### config.mk
export PLATFORM = sky130hd
export DESIGN_NAME = ber_integer_element_decoder
export DESIGN_NICKNAME = d
export VERILOG_FILES = /design/src/rtl/berie_pkg.sv /design/src/rtl/berie_in_reg.sv /design/src/rtl/berie_core.sv /design/src/rtl/berie_out_reg.sv /design/src/rtl/ber_integer_element_decoder.sv
export SDC_FILE = /design/constraint.sdc
export NUM_CORES = 1
export LEC_CHECK = 0
export BUFFER_PORTS_ARGS = -buffer_cell sky130_fd_sc_hd__clkbuf_2
export CAP_MARGIN = 20
export CORE_MARGIN = 3
export CORE_UTILIZATION = 52
export DETAILED_ROUTE_END_ITERATION = 8
export GPL_TIMING_DRIVEN = 0
export PLACE_DENSITY = 0.76
export SYNTH_ARGS = -nofsm -noshare
export SYNTH_HDL_FRONTEND = slang
export SYNTH_SLANG_ARGS = --single-unit
### constraint.sdc
create_clock -name clk -period 9 [get_ports clk]
set_input_delay 1.8 -clock clk [delete_from_list [all_inputs] [get_ports clk]]
set_output_delay 1.8 -clock clk [all_outputs]
set_load 0.01 [all_outputs]
### src/rtl/berie_pkg.sv
`timescale 1ns / 1ps

package berie_pkg;

    localparam int TAG_WIDTH = 32;
    localparam int LEN_BYTES = 4;
    localparam int INT_BYTES = 8;

    localparam int LEN_W = 8 * LEN_BYTES;
    localparam int LB_W  = $clog2(LEN_BYTES + 1);
    localparam int CB_W  = $clog2(INT_BYTES + 1);

    localparam int CFG_IDX_W  = 2;
    localparam int CFG_DATA_W = 32;
    localparam int OUT_DATA_W = 144;

    localparam logic [7:0] TAG_MULTI_MASK = 8'h1f;
    localparam logic [7:0] LEN_INDEFINITE = 8'h80;

    typedef enum logic [CFG_IDX_W-1:0] {
        CFG_EXPECTED_TAG = 2'd0,
        CFG_SIGNED_MODE  = 2'd1,
        CFG_FILLER_TAG   = 2'd2
    } cfg_idx_e;

    typedef enum logic [2:0] {
        PH_TAG_FIRST = 3'd0,
        PH_TAG_MORE  = 3'd1,
        PH_LEN_FIRST = 3'd2,
        PH_LEN_MORE  = 3'd3,
        PH_CONTENT   = 3'd4
    } phase_t;

    typedef enum logic [2:0] {
        ERR_NONE       = 3'd0,
        ERR_WRONG_TAG  = 3'd1,
        ERR_INDEFINITE = 3'd2,
        ERR_LEN_OVF    = 3'd3,
        ERR_INT_BIG    = 3'd4
    } err_t;

    typedef struct packed {
        logic [31:0] expected_tag;
        logic        signed_mode;
        logic [7:0]  filler_tag;
    } cfg_t;

    typedef struct packed {
        logic [2:0]  error_code;
        logic [7:0]  element_bytes;
        logic [63:0] int_value;
        logic [31:0] content_length;
        logic [31:0] tag_value;
    } result_t;

endpackage

### src/rtl/berie_in_reg.sv
`timescale 1ns / 1ps

module berie_in_reg (
    input  logic       clk,
    input  logic       rst_n,
    input  logic       in_valid,
    output logic       in_ready,
    input  logic [7:0] in_data,
    input  logic       advance,
    output logic       held_valid,
    output logic [7:0] held_byte
);
    import berie_pkg::*;

    logic       valid_reg;
    logic       valid_next;
    logic [7:0] byte_reg;

    assign in_ready   = !valid_reg || advance;
    assign held_valid = valid_reg;
    assign held_byte  = byte_reg;

    always_comb
    begin
        valid_next = valid_reg;
        if (in_ready)
        begin
            valid_next = in_valid;
        end
    end

    always_ff @(posedge clk or negedge rst_n)
    begin
        if (!rst_n)
        begin
            valid_reg <= 1'b0;
        end
        else
        begin
            valid_reg <= valid_next;
        end
    end

    always_ff @(posedge clk)
    begin
        if (in_valid && in_ready)
        begin
            byte_reg <= in_data;
        end
    end

endmodule

### src/rtl/berie_core.sv
`timescale 1ns / 1ps

module berie_core (
    input  logic                               clk,
    input  logic                               rst_n,
    input  logic                               cfg_we,
    input  logic [berie_pkg::CFG_IDX_W-1:0]    cfg_index,
    input  logic [berie_pkg::CFG_DATA_W-1:0]   cfg_data,
    input  logic                               step,
    input  logic [7:0]                         in_byte,
    output logic                               res_valid,
    output berie_pkg::result_t                 res
);
    import berie_pkg::*;

    cfg_t                 cfg_reg;
    phase_t               phase_reg,   phase_next;
    logic [TAG_WIDTH-1:0] tag_reg,     tag_next;
    logic [LEN_W-1:0]     len_reg,     len_next;
    logic [LB_W-1:0]      lb_left_reg, lb_left_next;
    logic [63:0]          val_reg,     val_next;
    logic [CB_W-1:0]      cb_left_reg, cb_left_next;
    logic [7:0]           bc_reg,      bc_next;

    logic [LEN_W-1:0]     len_base;
    logic [63:0]          val_base;
    logic [7:0]           bc_base;
    logic [LEN_W-1:0]     len_cand;
    logic [LB_W-1:0]      lb_dec;
    logic [CB_W-1:0]      cb_dec;
    logic                 tag_ok_first;
    logic                 tag_ok_more;
    logic [TAG_WIDTH-1:0] tag_first;
    logic [TAG_WIDTH-1:0] tag_more;
    logic [LEN_W-1:0]     res_len;
    logic [63:0]          res_val;
    err_t                 res_err;

    always_ff @(posedge clk or negedge rst_n)
    begin
        if (!rst_n)
        begin
            cfg_reg.expected_tag <= 32'd2;
            cfg_reg.signed_mode  <= 1'b1;
            cfg_reg.filler_tag   <= 8'hff;
        end
        else if (cfg_we)
        begin
            unique case (cfg_idx_e'(cfg_index))
                CFG_EXPECTED_TAG: cfg_reg.expected_tag <= cfg_data;
                CFG_SIGNED_MODE:  cfg_reg.signed_mode  <= cfg_data[0];
                CFG_FILLER_TAG:   cfg_reg.filler_tag   <= cfg_data[7:0];
                default:          cfg_reg              <= cfg_reg;
            endcase
        end
    end

    always_comb
    begin
        len_base  = (phase_reg == PH_TAG_FIRST) ? '0 : len_reg;
        val_base  = (phase_reg == PH_TAG_FIRST) ? '0 : val_reg;
        bc_base   = (phase_reg == PH_TAG_FIRST) ? '0 : bc_reg;
        tag_first = TAG_WIDTH'(in_byte);
        tag_more  = TAG_WIDTH'({tag_reg, in_byte});
        tag_ok_first = (64'(tag_first) == 64'(cfg_reg.expected_tag));
        tag_ok_more  = (64'(tag_more) == 64'(cfg_reg.expected_tag));
        lb_dec = (lb_left_reg != '0) ? lb_left_reg - LB_W'(1) : lb_left_reg;
        cb_dec = (cb_left_reg != '0) ? cb_left_reg - CB_W'(1) : cb_left_reg;
        len_cand = '0;

        phase_next   = phase_reg;
        tag_next     = tag_reg;
        len_next     = len_base;
        lb_left_next = lb_left_reg;
        val_next     = val_base;
        cb_left_next = cb_left_reg;
        bc_next      = (bc_base < 8'd255) ? bc_base + 8'd1 : bc_base;

        res_valid = 1'b0;
        res_len   = '0;
        res_val   = '0;
        res_err   = ERR_NONE;

        unique case (phase_reg)
            PH_TAG_FIRST:
            begin
                tag_next = tag_first;
                if (((in_byte & TAG_MULTI_MASK) == TAG_MULTI_MASK)
                    && (in_byte != cfg_reg.filler_tag))
                begin
                    phase_next = PH_TAG_MORE;
                end
                else if (!tag_ok_first)
                begin
                    res_valid = 1'b1;
                    res_err   = ERR_WRONG_TAG;
                end
                else
                begin
                    phase_next = PH_LEN_FIRST;
                end
            end
            PH_TAG_MORE:
            begin
                tag_next = tag_more;
                if (!in_byte[7])
                begin
                    if (!tag_ok_more)
                    begin
                        res_valid = 1'b1;
                        res_err   = ERR_WRONG_TAG;
                    end
                    else
                    begin
                        phase_next = PH_LEN_FIRST;
                    end
                end
            end
            PH_LEN_FIRST:
            begin
                if (!in_byte[7])
                begin
                    len_next = LEN_W'(in_byte);
                    len_cand = LEN_W'(in_byte);
                    phase_next = PH_LEN_MORE;
                end
                else if (in_byte == LEN_INDEFINITE)
                begin
                    res_valid = 1'b1;
                    res_err   = ERR_INDEFINITE;
                end
                else if (32'(in_byte[6:0]) > LEN_BYTES)
                begin
                    res_valid = 1'b1;
                    res_err   = ERR_LEN_OVF;
                end
                else
                begin
                    lb_left_next = LB_W'(in_byte[6:0]);
                    len_next     = '0;
                    phase_next   = PH_LEN_MORE;
                end
            end
            PH_LEN_MORE:
            begin
                len_next     = LEN_W'({len_reg, in_byte});
                len_cand     = LEN_W'({len_reg, in_byte});
                lb_left_next = lb_dec;
                if (lb_dec != '0)
                begin
                    phase_next = PH_LEN_MORE;
                end
            end
            PH_CONTENT:
            begin
                if (LEN_W'(cb_left_reg) == len_reg)
                begin
                    if (cfg_reg.signed_mode && in_byte[7])
                    begin
                        val_next = {{56{1'b1}}, in_byte};
                    end
                    else
                    begin
                        val_next = 64'(in_byte);
                    end
                end
                else
                begin
                    val_next = {val_reg[55:0], in_byte};
                end
                cb_left_next = cb_dec;
                if (cb_dec == '0)
                begin
                    res_valid = 1'b1;
                    res_len   = len_reg;
                    res_val   = val_next;
                end
            end
            default:
            begin
                phase_next = PH_TAG_FIRST;
            end
        endcase

        // length complete: short form, or last long-form byte
        if (((phase_reg == PH_LEN_FIRST) && !in_byte[7])
            || ((phase_reg == PH_LEN_MORE) && (lb_dec == '0)))
        begin
            if (len_cand > LEN_W'(INT_BYTES))
            begin
                res_valid = 1'b1;
                res_len   = len_cand;
                res_err   = ERR_INT_BIG;
            end
            else if (len_cand == '0)
            begin
                res_valid = 1'b1;
            end
            else
            begin
                cb_left_next = CB_W'(len_cand);
                val_next     = '0;
                phase_next   = PH_CONTENT;
            end
        end

        if (res_valid)
        begin
            phase_next = PH_TAG_FIRST;
        end

        res.tag_value      = 32'(tag_next);
        res.content_length = 32'(res_len);
        res.int_value      = res_val;
        res.element_bytes  = bc_next;
        res.error_code     = res_err;
    end

    always_ff @(posedge clk or negedge rst_n)
    begin
        if (!rst_n)
        begin
            phase_reg   <= PH_TAG_FIRST;
            tag_reg     <= '0;
            len_reg     <= '0;
            lb_left_reg <= '0;
            val_reg     <= '0;
            cb_left_reg <= '0;
            bc_reg      <= '0;
        end
        else if (step)
        begin
            phase_reg   <= phase_next;
            tag_reg     <= tag_next;
            len_reg     <= len_next;
            lb_left_reg <= lb_left_next;
            val_reg     <= val_next;
            cb_left_reg <= cb_left_next;
            bc_reg      <= bc_next;
        end
    end

endmodule

### src/rtl/berie_out_reg.sv
`timescale 1ns / 1ps

module berie_out_reg (
    input  logic                                clk,
    input  logic                                rst_n,
    input  logic                                load,
    input  berie_pkg::result_t                  res,
    output logic                                can_load,
    output logic                                out_valid,
    input  logic                                out_ready,
    output logic [berie_pkg::OUT_DATA_W-1:0]    out_data
);
    import berie_pkg::*;

    logic    valid_reg;
    logic    valid_next;
    result_t res_reg;

    assign can_load  = !valid_reg || out_ready;
    assign out_valid = valid_reg;
    assign out_data  = OUT_DATA_W'(res_reg);

    always_comb
    begin
        valid_next = valid_reg;
        if (load)
        begin
            valid_next = 1'b1;
        end
        else if (out_ready)
        begin
            valid_next = 1'b0;
        end
    end

    always_ff @(posedge clk or negedge rst_n)
    begin
        if (!rst_n)
        begin
            valid_reg <= 1'b0;
        end
        else
        begin
            valid_reg <= valid_next;
        end
    end

    always_ff @(posedge clk)
    begin
        if (load)
        begin
            res_reg <= res;
        end
    end

endmodule

### src/rtl/ber_integer_element_decoder.sv
`timescale 1ns / 1ps
// Channel   Dir  Width  Contents
// s_axis    in   8      in_byte
// m_axis    out  144    tag_value, content_length, int_value, element_bytes, error_code
// cfg       in   2+32   register index, write data
//
// One byte per cycle sustained unless a result stalls; each result is registered at the output.
// The per-byte decode step is one short compare/shift stage between input and result registers.
// Reset clears all control state and loads register defaults.
// A stalled result holds the decoder; the input register still takes one request.

module ber_integer_element_decoder (
    input  logic                                clk,
    input  logic                                rst_n,
    input  logic                                s_tvalid,
    output logic                                s_tready,
    input  logic [7:0]                          s_tdata,  // [7:0] in_byte
    output logic                                m_tvalid,
    input  logic                                m_tready,
    // [31:0] tag_value, [63:32] content_length, [127:64] int_value,
    // [135:128] element_bytes, [138:136] error_code, [143:139] zero
    output logic [berie_pkg::OUT_DATA_W-1:0]    m_tdata,
    input  logic                                cfg_we,
    input  logic [berie_pkg::CFG_IDX_W-1:0]     cfg_index,
    input  logic [berie_pkg::CFG_DATA_W-1:0]    cfg_data
);
    import berie_pkg::*;

    logic       held_valid;
    logic [7:0] held_byte;
    logic       can_load;
    logic       step;
    logic       res_valid;
    result_t    res;

    assign step = held_valid && can_load;

    berie_in_reg u_in_reg (
        .clk        (clk),
        .rst_n      (rst_n),
        .in_valid   (s_tvalid),
        .in_ready   (s_tready),
        .in_data    (s_tdata),
        .advance    (step),
        .held_valid (held_valid),
        .held_byte  (held_byte)
    );

    berie_core u_core (
        .clk       (clk),
        .rst_n     (rst_n),
        .cfg_we    (cfg_we),
        .cfg_index (cfg_index),
        .cfg_data  (cfg_data),
        .step      (step),
        .in_byte   (held_byte),
        .res_valid (res_valid),
        .res       (res)
    );

    berie_out_reg u_out_reg (
        .clk       (clk),
        .rst_n     (rst_n),
        .load      (step && res_valid),
        .res       (res),
        .can_load  (can_load),
        .out_valid (m_tvalid),
        .out_ready (m_tready),
        .out_data  (m_tdata)
    );

endmodule

# Word-level counts from Yosys, hierarchy flattened
# Index checks and enable logic that the tools add are counted.
[totals] out_inout_bits=146 in_bits=47 wordCells=135 reg_bits=336
[op_classes] reduce_logical=28 mux=68 addsub=3 eq_ne=15 magnitude_cmp=3
[op_table] op="$mux 64" count=7
[op_table] op="$mux 32" count=8
[op_table] op="$pmux 32 s2" count=3
[op_table] op="$mux 3" count=22
[op_table] op="$eq 32x32->1" count=1
[op_table] op="$eq 4x32->1" count=1
[op_table] op="$eq 8x32->1" count=1
[op_table] op="$gt 32x4->1 const B" count=1
[op_table] op="$logic_not 32->1" count=1
[op_table] op="$mux 4" count=5
[op_table] op="$mux 8" count=2
[op_table] op="$mux 1" count=15
[op_table] op="$pmux 3 s5" count=1
[op_table] op="$pmux 3 s3" count=1
[op_table] op="$add 8x1->8 const B" count=1
[op_table] op="$eq 8x8->1 const B" count=1
[op_table] op="$lt 8x8->1 const B" count=1
[op_table] op="$ne 8x8->1" count=1
[op_table] op="$reduce_and 2->1" count=4
[op_table] op="$gt 7x3->1 const B" count=1
[op_table] op="$logic_and 1x1->1" count=7
[op_table] op="$mux 7" count=1
[op_table] op="$eq 3x2->1 const B" count=2
[op_table] op="$logic_not 3->1" count=2
[op_table] op="19 further kinds" count=27

# Logic depth before layout (Yosys ltp)
# Gate-level depths: netlist of run 1.
[depth] word_depth=10 mapped_depth=14 ltp_nobuf=11

# Cells and area by module
# Synthesis of run 1 repeated with hierarchy kept, for this count alone.
[hier_totals] cells_unflattened=1079 area_unflattened_um2=13798.2
[modules_own_cells] mod="berie_core" area_each_um2=9228.9 seq_area_each_um2=4491.8 cells_per_inst=917 n_inst=1
[modules_own_cells] mod="berie_out_reg" area_each_um2=4262.8 seq_area_each_um2=4199.0 cells_per_inst=148 n_inst=1
[modules_own_cells] mod="berie_in_reg" area_each_um2=294.0 seq_area_each_um2=265.3 cells_per_inst=12 n_inst=1
[modules_own_cells] mod="ber_integer_element_decoder" area_each_um2=12.5 seq_area_each_um2=0.0 cells_per_inst=2 n_inst=1

# Worst setup path after synthesis of run 1
# No wires, ideal clock.
[synth_timing] path_type="in2reg" from="input port m_tready" to="register u_out_reg.res_reg (netlist bit u_out_reg.out_data[0]) (enable)" required_time_ns=8.315 stages=4 arrival_ns=8.885 setup_slack_ns=-0.570 setup_ns=0.685 cell_sequence="nand2b_1 nand2_1 clkbuf_1 a21oi_1"
[synth_between] elab_chain_len=3
[synth_lines] element="from (decl)" line="ber_integer_element_decoder.sv:19" text="input logic m_tready,"
[synth_lines] element="$logic_or 1x1->1" line="berie_out_reg.sv:19" text="assign can_load = !valid_reg || out_ready;"
[synth_lines] element="$logic_and 1x1->1" line="ber_integer_element_decoder.sv:36" text="assign step = held_valid && can_load;"
[synth_lines] element="$logic_and 1x1->1" line="ber_integer_element_decoder.sv:64" text=".load (step && res_valid),"
[synth_lines] element="via u_out_reg.load" line="berie_out_reg.sv:6" text="input logic load,"
[synth_lines] element="to (signal assigned)" line="berie_out_reg.sv:52" text="res_reg <= res;"
[synth_lines] element="to (decl)" line="berie_out_reg.sv:17" text="result_t res_reg;"
# The timed path passes the listed nets, and every way through them passes these cells.
# A chain may end at the register's enable or synchronous reset.

# Worst setup path after layout of run 1
[layout_timing] from="input port m_tready" to="output port s_tready"
[layout_between] elab_chain_len=3
[layout_lines] element="$logic_or 1x1->1" line="berie_out_reg.sv:19"
[layout_lines] element="$logic_and 1x1->1" line="ber_integer_element_decoder.sv:36"
[layout_lines] element="$logic_or 1x1->1" line="berie_in_reg.sv:19" text="assign in_ready = !valid_reg || advance;"
[layout_lines] element="to (decl)" line="ber_integer_element_decoder.sv:16" text="output logic s_tready,"
# Every way passes these cells.

==> impl_metrics.json, run 1 <==
{
  "outcome": "finished clean",
  "nets": 1451,
  "post_cts.repair.setup_buffers": 0,
  "ioPinCount": 193,
  "numCtsBuffers": 34,
  "first_global_vias": 10000,
  "synth-xor-area-share_pct": 3.01,
  "drcViolationCount": 0,
  "detail-route-antenna-nets": 0,
  "synth_seq_area_share_pct": 62.9,
  "syn_area_per_cell_um2": 12.2,
  "finalMaxSlewViolations": 0,
  "fin_util_pct": 64.1,
  "worstMarginPinSlew_ps": 918,
  "clock-sinks": 328,
  "nFillCells": 2000,
  "post-route-period-util_pct": 45.1,
  "synth_enable_flop_cells": 147,
  "syn_to_final_growth_pct": 19.3,
  "synth_area_um2": 14200,
  "cts_tree": "yes",
  "endpoint_kind": "output pin",
  "pwr_density_cell_nw_per_um2": 252,
  "period_needed_ps": 4060,
  "ys_warn_count": 0,
  "relSlewSlack_pct": 38.7,
  "cap_violations": 0,
  "largest_reg_flops": 139,
  "gr-usage-all-layers_pct": 23.8,
  "synth_compound_area_share_pct": 15.0,
  "post_cts_resized": 0,
  "cts_buffer_depth": 3,
  "vias": 10400,
  "insertion_delay_ps": 520,
  "io_buffers": 187,
  "diodes": 0,
  "core_area_um2": 26500,
  "dieWidth_um": 171,
  "tns_ps": 0,
  "drtIter0Drc": 1190,
  "worstSetupPathType": "input port to output pin",
  "p_leak_nw": 7.44,
  "async_reset_ff_share_pct": 55.2,
  "start_util_pct": 53.7,
  "synthFlopType": "dfrtp_1",
  "fmax_ghz": 0.246,
  "hold_viol": 0,
  "htree_levels": 2,
  "yosys_register_bits": 328,
  "num_rows": 59,
  "hold_buffers": 0,
  "skew_ps": 26.9,
  "clk_pin_slew_ps": 60,
  "synthAdderAreaFrac_pct": 0.439,
  "synth_simple_gate_area_share_pct": 9.27,
  "hpwl_um": 24600,
  "grt_max_degree": 71,
  "synth_top_family_by_area": "compound AO/OA/AOI/OAI gates",
  "crit_path_start_kind": "input port",
  "wl_per_cell_um": 20.1,
  "cts_root_buf": "clkbuf_16",
  "syn_inst": 1165,
  "grt_overflow": 0,
  "cp_max_fo": 3,
  "drt_pass1_iterations": 6,
  "synth_cell_types": 62,
  "synth_mux_area_share_pct": 5.83,
  "grt_pass1_wl_um": 55000,
  "viasPerCell": 5.91,
  "antenna_found_initial": 0,
  "gp_congestion": 0.867,
  "setup_ws_ps": 4940,
  "pre_cts_ws_ps": 4940,
  "grt_setup_unrepaired": "false",
  "die_height_um": 171,
  "ir_drop_mv": 0.178,
  "wl_um": 35300,
  "layout-drive-gt1-share_pct": 25.5,
  "fp.dieArea_um2": 29400,
  "hp-class": "register to register",
  "setup_viol": 0,
  "critical_path_required_ps": 7200,
  "arrival_ps": 2260
}
-- critical path, cell delays in order --
cell      delay, ps
clkbuf_2         90
nor2b_1         130
nand2_1         100
clkbuf_2        140
-- path summary, 6_finish.rpt --
kind	startpoint	end	slack [ps]	depth (start not counted)
min in group asynchronous	rst_n	u_core.tag_reg[15]	1230	1
max in group asynchronous	rst_n	u_core.val_reg[53]	6750	3
max	m_tready	s_tready	4940	4
min reg2reg	u_core.val_reg[7]	u_core.val_reg[7]	490	1
max reg2reg	u_core.phase_reg[0]	u_out_reg.out_data[94]	5110	10
min	u_core.val_reg[7]	u_core.val_reg[7]	490	1
-- synthesized netlist by cell type, drive strengths merged, types with 3 or more instances --
cell type,instances,share of area (%)
nand2,135,3.6
inv,17,0.45
or3,7,0.34
nor3,7,0.28
dfrtp,171,30
edfxtp,147,31
o31ai,3,0.16
o21ai,92,3.2
dfstp,10,1.8
a31oi,4,0.18
or4,4,0.21
xor2,31,1.9
and2,11,0.48
nor4,21,0.92
nand4,10,0.44
nor2,53,1.4
clkbuf,68,1.8
mux2,72,5.7
nand3b,3,0.16
a21oi,69,2.4
nand3,11,0.39
or2,4,0.18
xnor2,18,1.1
buf,30,1.3
nor2b,3,0.13
ha,5,0.44
a22o,121,7.4
and3,3,0.13
-- cell type report --
cell class	count	area (um2)	area share (%)
Buffer	98	445	2.62
Clock inverter	15	205	1.21
Tap cell	335	419	2.47
Sequential cell	328	8960	52.7
Inverter	17	63.8	0.376
Clock buffer	46	977	5.75
Multi-Input combinational cell	726	4800	28.3
Timing Repair Buffer	194	1120	6.61
-- cell families after synthesis --
logic type	after synthesis
multiplexers	74
adder cells (fa/ha/maj)	5
flip-flops	328
AND/OR/NAND/NOR	282
AO/OA/AOI/OAI	311
XOR/XNOR	49
buffers and inverters	115
other	1
-- layer usage --
metal  track usage, %  vias to the layer above  wire length (um)
met4             6.86                        0               909
met2             37.6                      489             16400
met1             34.3                     5094             15200
met5                0                        -                 0
li1                 -                     4735                 -
met3             4.37                       77              2760
-- through the flow --
| stage | std cells | total power, mW | instance area (um2) | hold slack, ps |
|---|---|---|---|---|
| global placement | 1691 | 2.79 | 15600 | 478 |
| global route | 1759 | 4.45 | 17000 | 512 |
| floorplan | 1169 | 2.47 | 14300 | 460 |
| CTS | 1759 | 4.30 | 17000 | 497 |
| detailed placement | 1698 | 2.82 | 15800 | 477 |
| finish | 1759 | 4.28 | 17000 | 492 |
-- cells in the final DEF (no fill, tap or decap), types with 6 or more instances in the layout --
cell type / n
clkbuf_16: 35
mux2_2: 72
nand2_1: 135
o21ai_0: 90
clkbuf_8: 7
edfxtp_1: 147
clkbuf_2: 186
nor2_1: 53
xor2_1: 31
a22o_1: 121
dfstp_2: 10
or3_1: 6
inv_1: 17
and2_1: 11
a21oi_1: 68
buf_6: 6
nor4_1: 21
buf_1: 8
dfrtp_1: 171
xnor2_1: 18
nand3_1: 11
buf_2: 11
clkbuf_1: 73
nor3_1: 6
nand4_1: 10
-- report_power, final --
group / switching [mW] / leakage, nW / internal (mW)
Combinational: 0.494 / 3.04 / 0.310
Sequential: 0.135 / 3.82 / 1.85
Clock: 0.576 / 0.576 / 0.906
Power figures use the tool's default switching activity.
==> inputs of run 2 (changes only) <==
- clock period: 9 -> 3.48 ns (I/O delays scaled with it)
==> run 2 against run 1 <==
Against the previous run: register-to-register slack worse by 4800 ps; global-route usage is 0.057 points higher; total power grew to 2.6 times the previous value; via count is 0.60% lower; cell count is 0.34% higher; combinational power grew to 2.6 times the previous value.
==> impl_metrics.json, run 2 (same netlist as run 1, synthesis figures left out) <==
{
  "final_cell_mix": "clkbuf_2, dfrtp_1, edfxtp_1",
  "io_buffers": 187,
  "numPlacedInstances": 1698,
  "detail-route-antenna-nets": 0,
  "ioPinCount": 193,
  "arrival_ps": 3410,
  "drt_pass1_iterations": 5,
  "cts_tree": "yes",
  "hold_viol": 0,
  "fmax_ghz": 0.316,
  "nFillCells": 1963,
  "final_common_cell": "clkbuf_2",
  "multi_input_area_um2": 4840,
  "cts_root_buf": "clkbuf_16",
  "start_util_pct": 53.7,
  "wl_um": 35000,
  "htree_levels": 2,
  "die_height_um": 171,
  "ir_drop_mv": 0.490,
  "drtIter0Drc": 1096,
  "cap_violations": 0,
  "power_mw": 10.9,
  "hpwl_um": 24200,
  "diodes": 0,
  "num_rows": 59,
  "post-route-period-util_pct": 91.0,
  "gp_congestion": 0.857,
  "worstMarginPinSlew_ps": 834,
  "crit_path_start_kind": "register",
  "critical_path_required_ps": 3730,
  "cts_buffer_depth": 3,
  "largest_reg_flops": 139,
  "grt_pass1_wl_um": 55500,
  "numCtsBuffers": 34,
  "cp_max_fo": 9,
  "tns_ps": 0,
  "finalMaxSlewViolations": 0,
  "nets": 1456,
  "period_needed_ps": 3170,
  "pwr_density_cell_nw_per_um2": 641,
  "skew_ps": 20.5,
  "dieWidth_um": 171,
  "syn_to_final_growth_pct": 19.8,
  "clk_pin_slew_ps": 60,
  "fin_area_um2": 17100,
  "hp-class": "input port to async pin",
  "grt_setup_unrepaired": "false",
  "setup_viol": 0,
  "whs_ps": 225,
  "worstSetupPathType": "register to register",
  "viasPerCell": 5.85,
  "clock-sinks": 328,
  "grt_max_degree": 111,
  "outcome": "finished clean",
  "layout-drive-gt1-share_pct": 26.6,
  "first_global_vias": 10200,
  "finalNonFillerCells": 1765,
  "insertion_delay_ps": 530,
  "post_cts_resized": 0,
  "gr-usage-all-layers_pct": 23.9,
  "relSlewSlack_pct": 44.3,
  "wl_per_cell_um": 19.8,
  "core_area_um2": 26500,
  "vias": 10300,
  "endpoint_kind": "register",
  "antenna_found_initial": 0,
  "fp.dieArea_um2": 29400,
  "drcViolationCount": 0,
  "p_leak_nw": 7.46,
  "grt_overflow": 0,
  "placed_cell_area_um2": 15900,
  "final-seq-area_um2": 8960
}
-- run 2: per-layer routing --
metal	GRT usage (%)	share of wire (%)	vias up
met1	34.4	45	5119
met3	4.18	6.3	55
li1	-	-	4737
met2	38.5	47	422
met5	0	0	-
met4	5.35	1.8	0
-- run 2: cell type report --
| type | count | share of cell area (%) |
|---|---|---|
| Clock inverter | 18 | 1.17 |
| Tap cell | 335 | 2.46 |
| Clock buffer | 44 | 5.45 |
| Multi-Input combinational cell | 726 | 28.4 |
| Timing Repair Buffer | 199 | 6.87 |
| Inverter | 17 | 0.374 |
| Buffer | 98 | 2.82 |
| Sequential cell | 328 | 52.5 |
-- run 2: final timing paths --
kind | from | to | slack, ps | cells after the start
worst max-delay path | u_core.phase_reg[2] | u_out_reg.out_data[131] | 310 | 13
worst min register to register | u_core.val_reg[29] | u_core.val_reg[29] | 490 | 1
max in group asynchronous | rst_n | u_core.cfg_reg[8] | 2490 | 3
worst min-delay path | rst_n | u_core.tag_reg[15] | 230 | 2
worst max register to register | u_core.phase_reg[2] | u_out_reg.out_data[131] | 310 | 13
min in group clk | s_tdata[5] | u_in_reg.held_byte[5] | 350 | 1
-- run 2: critical path, stage by stage, from the launching register on --
cell      delay [ps]
dfrtp_1          320
clkbuf_1         340
or3_1            170
clkbuf_1         300
nand2_1          120
inv_1            100
ha_1             170
and3_1           220
nand4_1          180
or3_1            380
clkbuf_1         170
nand4_1          130
xor2_1           210
nor2_1            70
-- run 2: stage by stage --
| stage | util [%] | setup slack [ps] |
|---|---|---|
| final | 64.4 | 314 |
| after global routing | 64.4 | 126 |
| after CTS | 64.2 | 46.6 |
| after detailed placement | 60.0 | 88.6 |
| after global placement | 59.2 | -2080 |
| after floorplan | - | -914 |
-- run 2: what timing repair did --
action,4_1_cts,5_1_grt
setup buffers,0,5
hold buffers,0,0
setup endpoints to repair,0,109
-- run 2: where the power goes --
group	internal [mW]	leakage, nW	switching, mW
Sequential	4.79	3.82	0.346
Clock	2.14	0.551	1.53
Combinational	0.848	3.09	1.28
Total	7.78	7.46	3.15
==> inputs of run 3 (changes only) <==
- CORE_UTILIZATION: 52 -> 62
- PLACE_DENSITY: 0.76 -> 0.85
- clock period: 3.48 -> 4 ns (I/O delays scaled with it)
==> run 3 against run 2 <==
Against the previous run: sequential cell count unchanged; sequential power down 13%; total power down 15%; cell count down 3.7%; clock power down 19%; count of clock-buffer cells in the layout down 5; register-to-register slack better by 510 ps; design area down 1.5%; hold slack better by 150 ps; via count up 3.6%; die area down 16%; critical path type unchanged.
==> impl_metrics.json, run 3 (same netlist as run 1, synthesis figures left out) <==
{
  "p_leak_nw": 7.37,
  "power_mw": 9.28,
  "grt_setup_unrepaired": "false",
  "io_buffers": 187,
  "numCtsBuffers": 31,
  "wl_um": 35900,
  "crit_path_start_kind": "register",
  "clk_pin_slew_ps": 70,
  "gr-usage-all-layers_pct": 28.8,
  "htree_levels": 1,
  "hp-class": "input port to async pin",
  "hold_viol": 0,
  "num_rows": 54,
  "vias": 10700,
  "drcViolationCount": 0,
  "post-route-period-util_pct": 79.3,
  "first_global_vias": 10300,
  "clock-sinks": 328,
  "insertion_delay_ps": 560,
  "syn_to_final_growth_pct": 18.1,
  "die_height_um": 158,
  "skew_ps": 15.2,
  "grt_overflow": 0,
  "grt_pass1_wl_um": 56200,
  "ir_drop_mv": 0.562,
  "detail-route-antenna-nets": 0,
  "drtIter0Drc": 1145,
  "pwr_density_cell_nw_per_um2": 552,
  "gp_congestion": 0.972,
  "cts_root_buf": "clkbuf_16",
  "wl_per_cell_um": 21.1,
  "worstSetupPathType": "register to register",
  "post_cts_resized": 0,
  "fmax_ghz": 0.315,
  "dieWidth_um": 158,
  "ioPinCount": 193,
  "arrival_ps": 3460,
  "layout-drive-gt1-share_pct": 25.7,
  "final_cell_mix": "clkbuf_2, dfrtp_1, edfxtp_1",
  "grt_max_degree": 109,
  "critical_path_required_ps": 4280,
  "hpwl_um": 24600,
  "final_common_cell": "clkbuf_2",
  "endpoint_kind": "register",
  "placed_cell_area_um2": 15800,
  "diodes": 0,
  "fp.dieArea_um2": 24800,
  "core_area_um2": 22200,
  "largest_reg_flops": 139,
  "nets": 1447,
  "worstMarginPinSlew_ps": 885,
  "numPlacedInstances": 1642,
  "drt_pass1_iterations": 5,
  "whs_ps": 378,
  "cp_max_fo": 9,
  "finalMaxSlewViolations": 0,
  "ff2ff_path_depth": 13,
  "antenna_found_initial": 4,
  "post_cts.repair.setup_buffers": 0,
  "viasPerCell": 6.30,
  "cts_buffer_depth": 3,
  "cap_violations": 0,
  "r2r_slack_ps": 830,
  "start_util_pct": 64.3,
  "period_needed_ps": 3170,
  "hold_buffers": 0,
  "finalNonFillerCells": 1700,
  "setup_viol": 0,
  "relSlewSlack_pct": 41.0,
  "outcome": "finished clean",
  "cts_tree": "yes",
  "fin_area_um2": 16800
}
-- run 3: worst paths after layout --
path | start | endpoint
setup / recovery | u_core.phase_reg[2] | u_out_reg.out_data[131]
hold / removal | rst_n | u_core.tag_reg[25]
setup reg to reg | u_core.phase_reg[2] | u_out_reg.out_data[131]
hold reg to reg | u_core.val_reg[45] | u_core.val_reg[45]
max in group asynchronous | rst_n | u_core.val_reg[54]
min in group clk | s_tdata[2] | u_in_reg.held_byte[2]
-- run 3: worst max-delay path: stages, from the launching register on --
cell	delay, ps
dfrtp_1	320
clkbuf_1	310
or3_1	160
clkbuf_1	310
nand2_1	120
inv_1	120
ha_1	180
and3_1	220
nand4_1	190
or3_1	390
clkbuf_1	160
nand4_1	130
xor2_1	200
nor2_1	80
-- run 3: cell type report --
cell class | count | area, um2
fill | 1420 | 5350
tap | 280 | 350
inverter | 17 | 63.8
buffer | 98 | 482
multi-input combinational | 726 | 4840
sequential | 328 | 8960
clock buffer | 39 | 836
clock inverter | 19 | 193
timing repair buffer | 193 | 1090
-- run 3: report_power, final --
group,internal (mW),switching [mW],leakage (nW)
clock,1.73,1.24,0.505
sequential,4.17,0.311,3.82
combinational,0.697,1.13,3.04
-- run 3: through the flow --
| stage | TNS, ps | utilization (%) | setup slack [ps] |
|---|---|---|---|
| 2_1_floorplan | -55020 | - | -394 |
| 3_3_place_gp | -411720 | 70.5 | -1520 |
| 3_5_place_dp | 0 | 71.2 | 889 |
| 4_1_cts | 0 | 75.9 | 871 |
| 5_1_grt | 0 | 75.9 | 597 |
| 6_report | 0 | 75.9 | 827 |
-- run 3: metal layers --
metal / share of wire, % / wire [um] / vias to the layer above / track usage [%]
met5: 0.16 / 56 / - / 0
met4: 3.8 / 1350 / 8 / 10.2
met3: 9.9 / 3540 / 114 / 6.24
met2: 47 / 16800 / 608 / 45.9
met1: 39 / 14200 / 5255 / 39.9
li1: - / - / 4718 / -
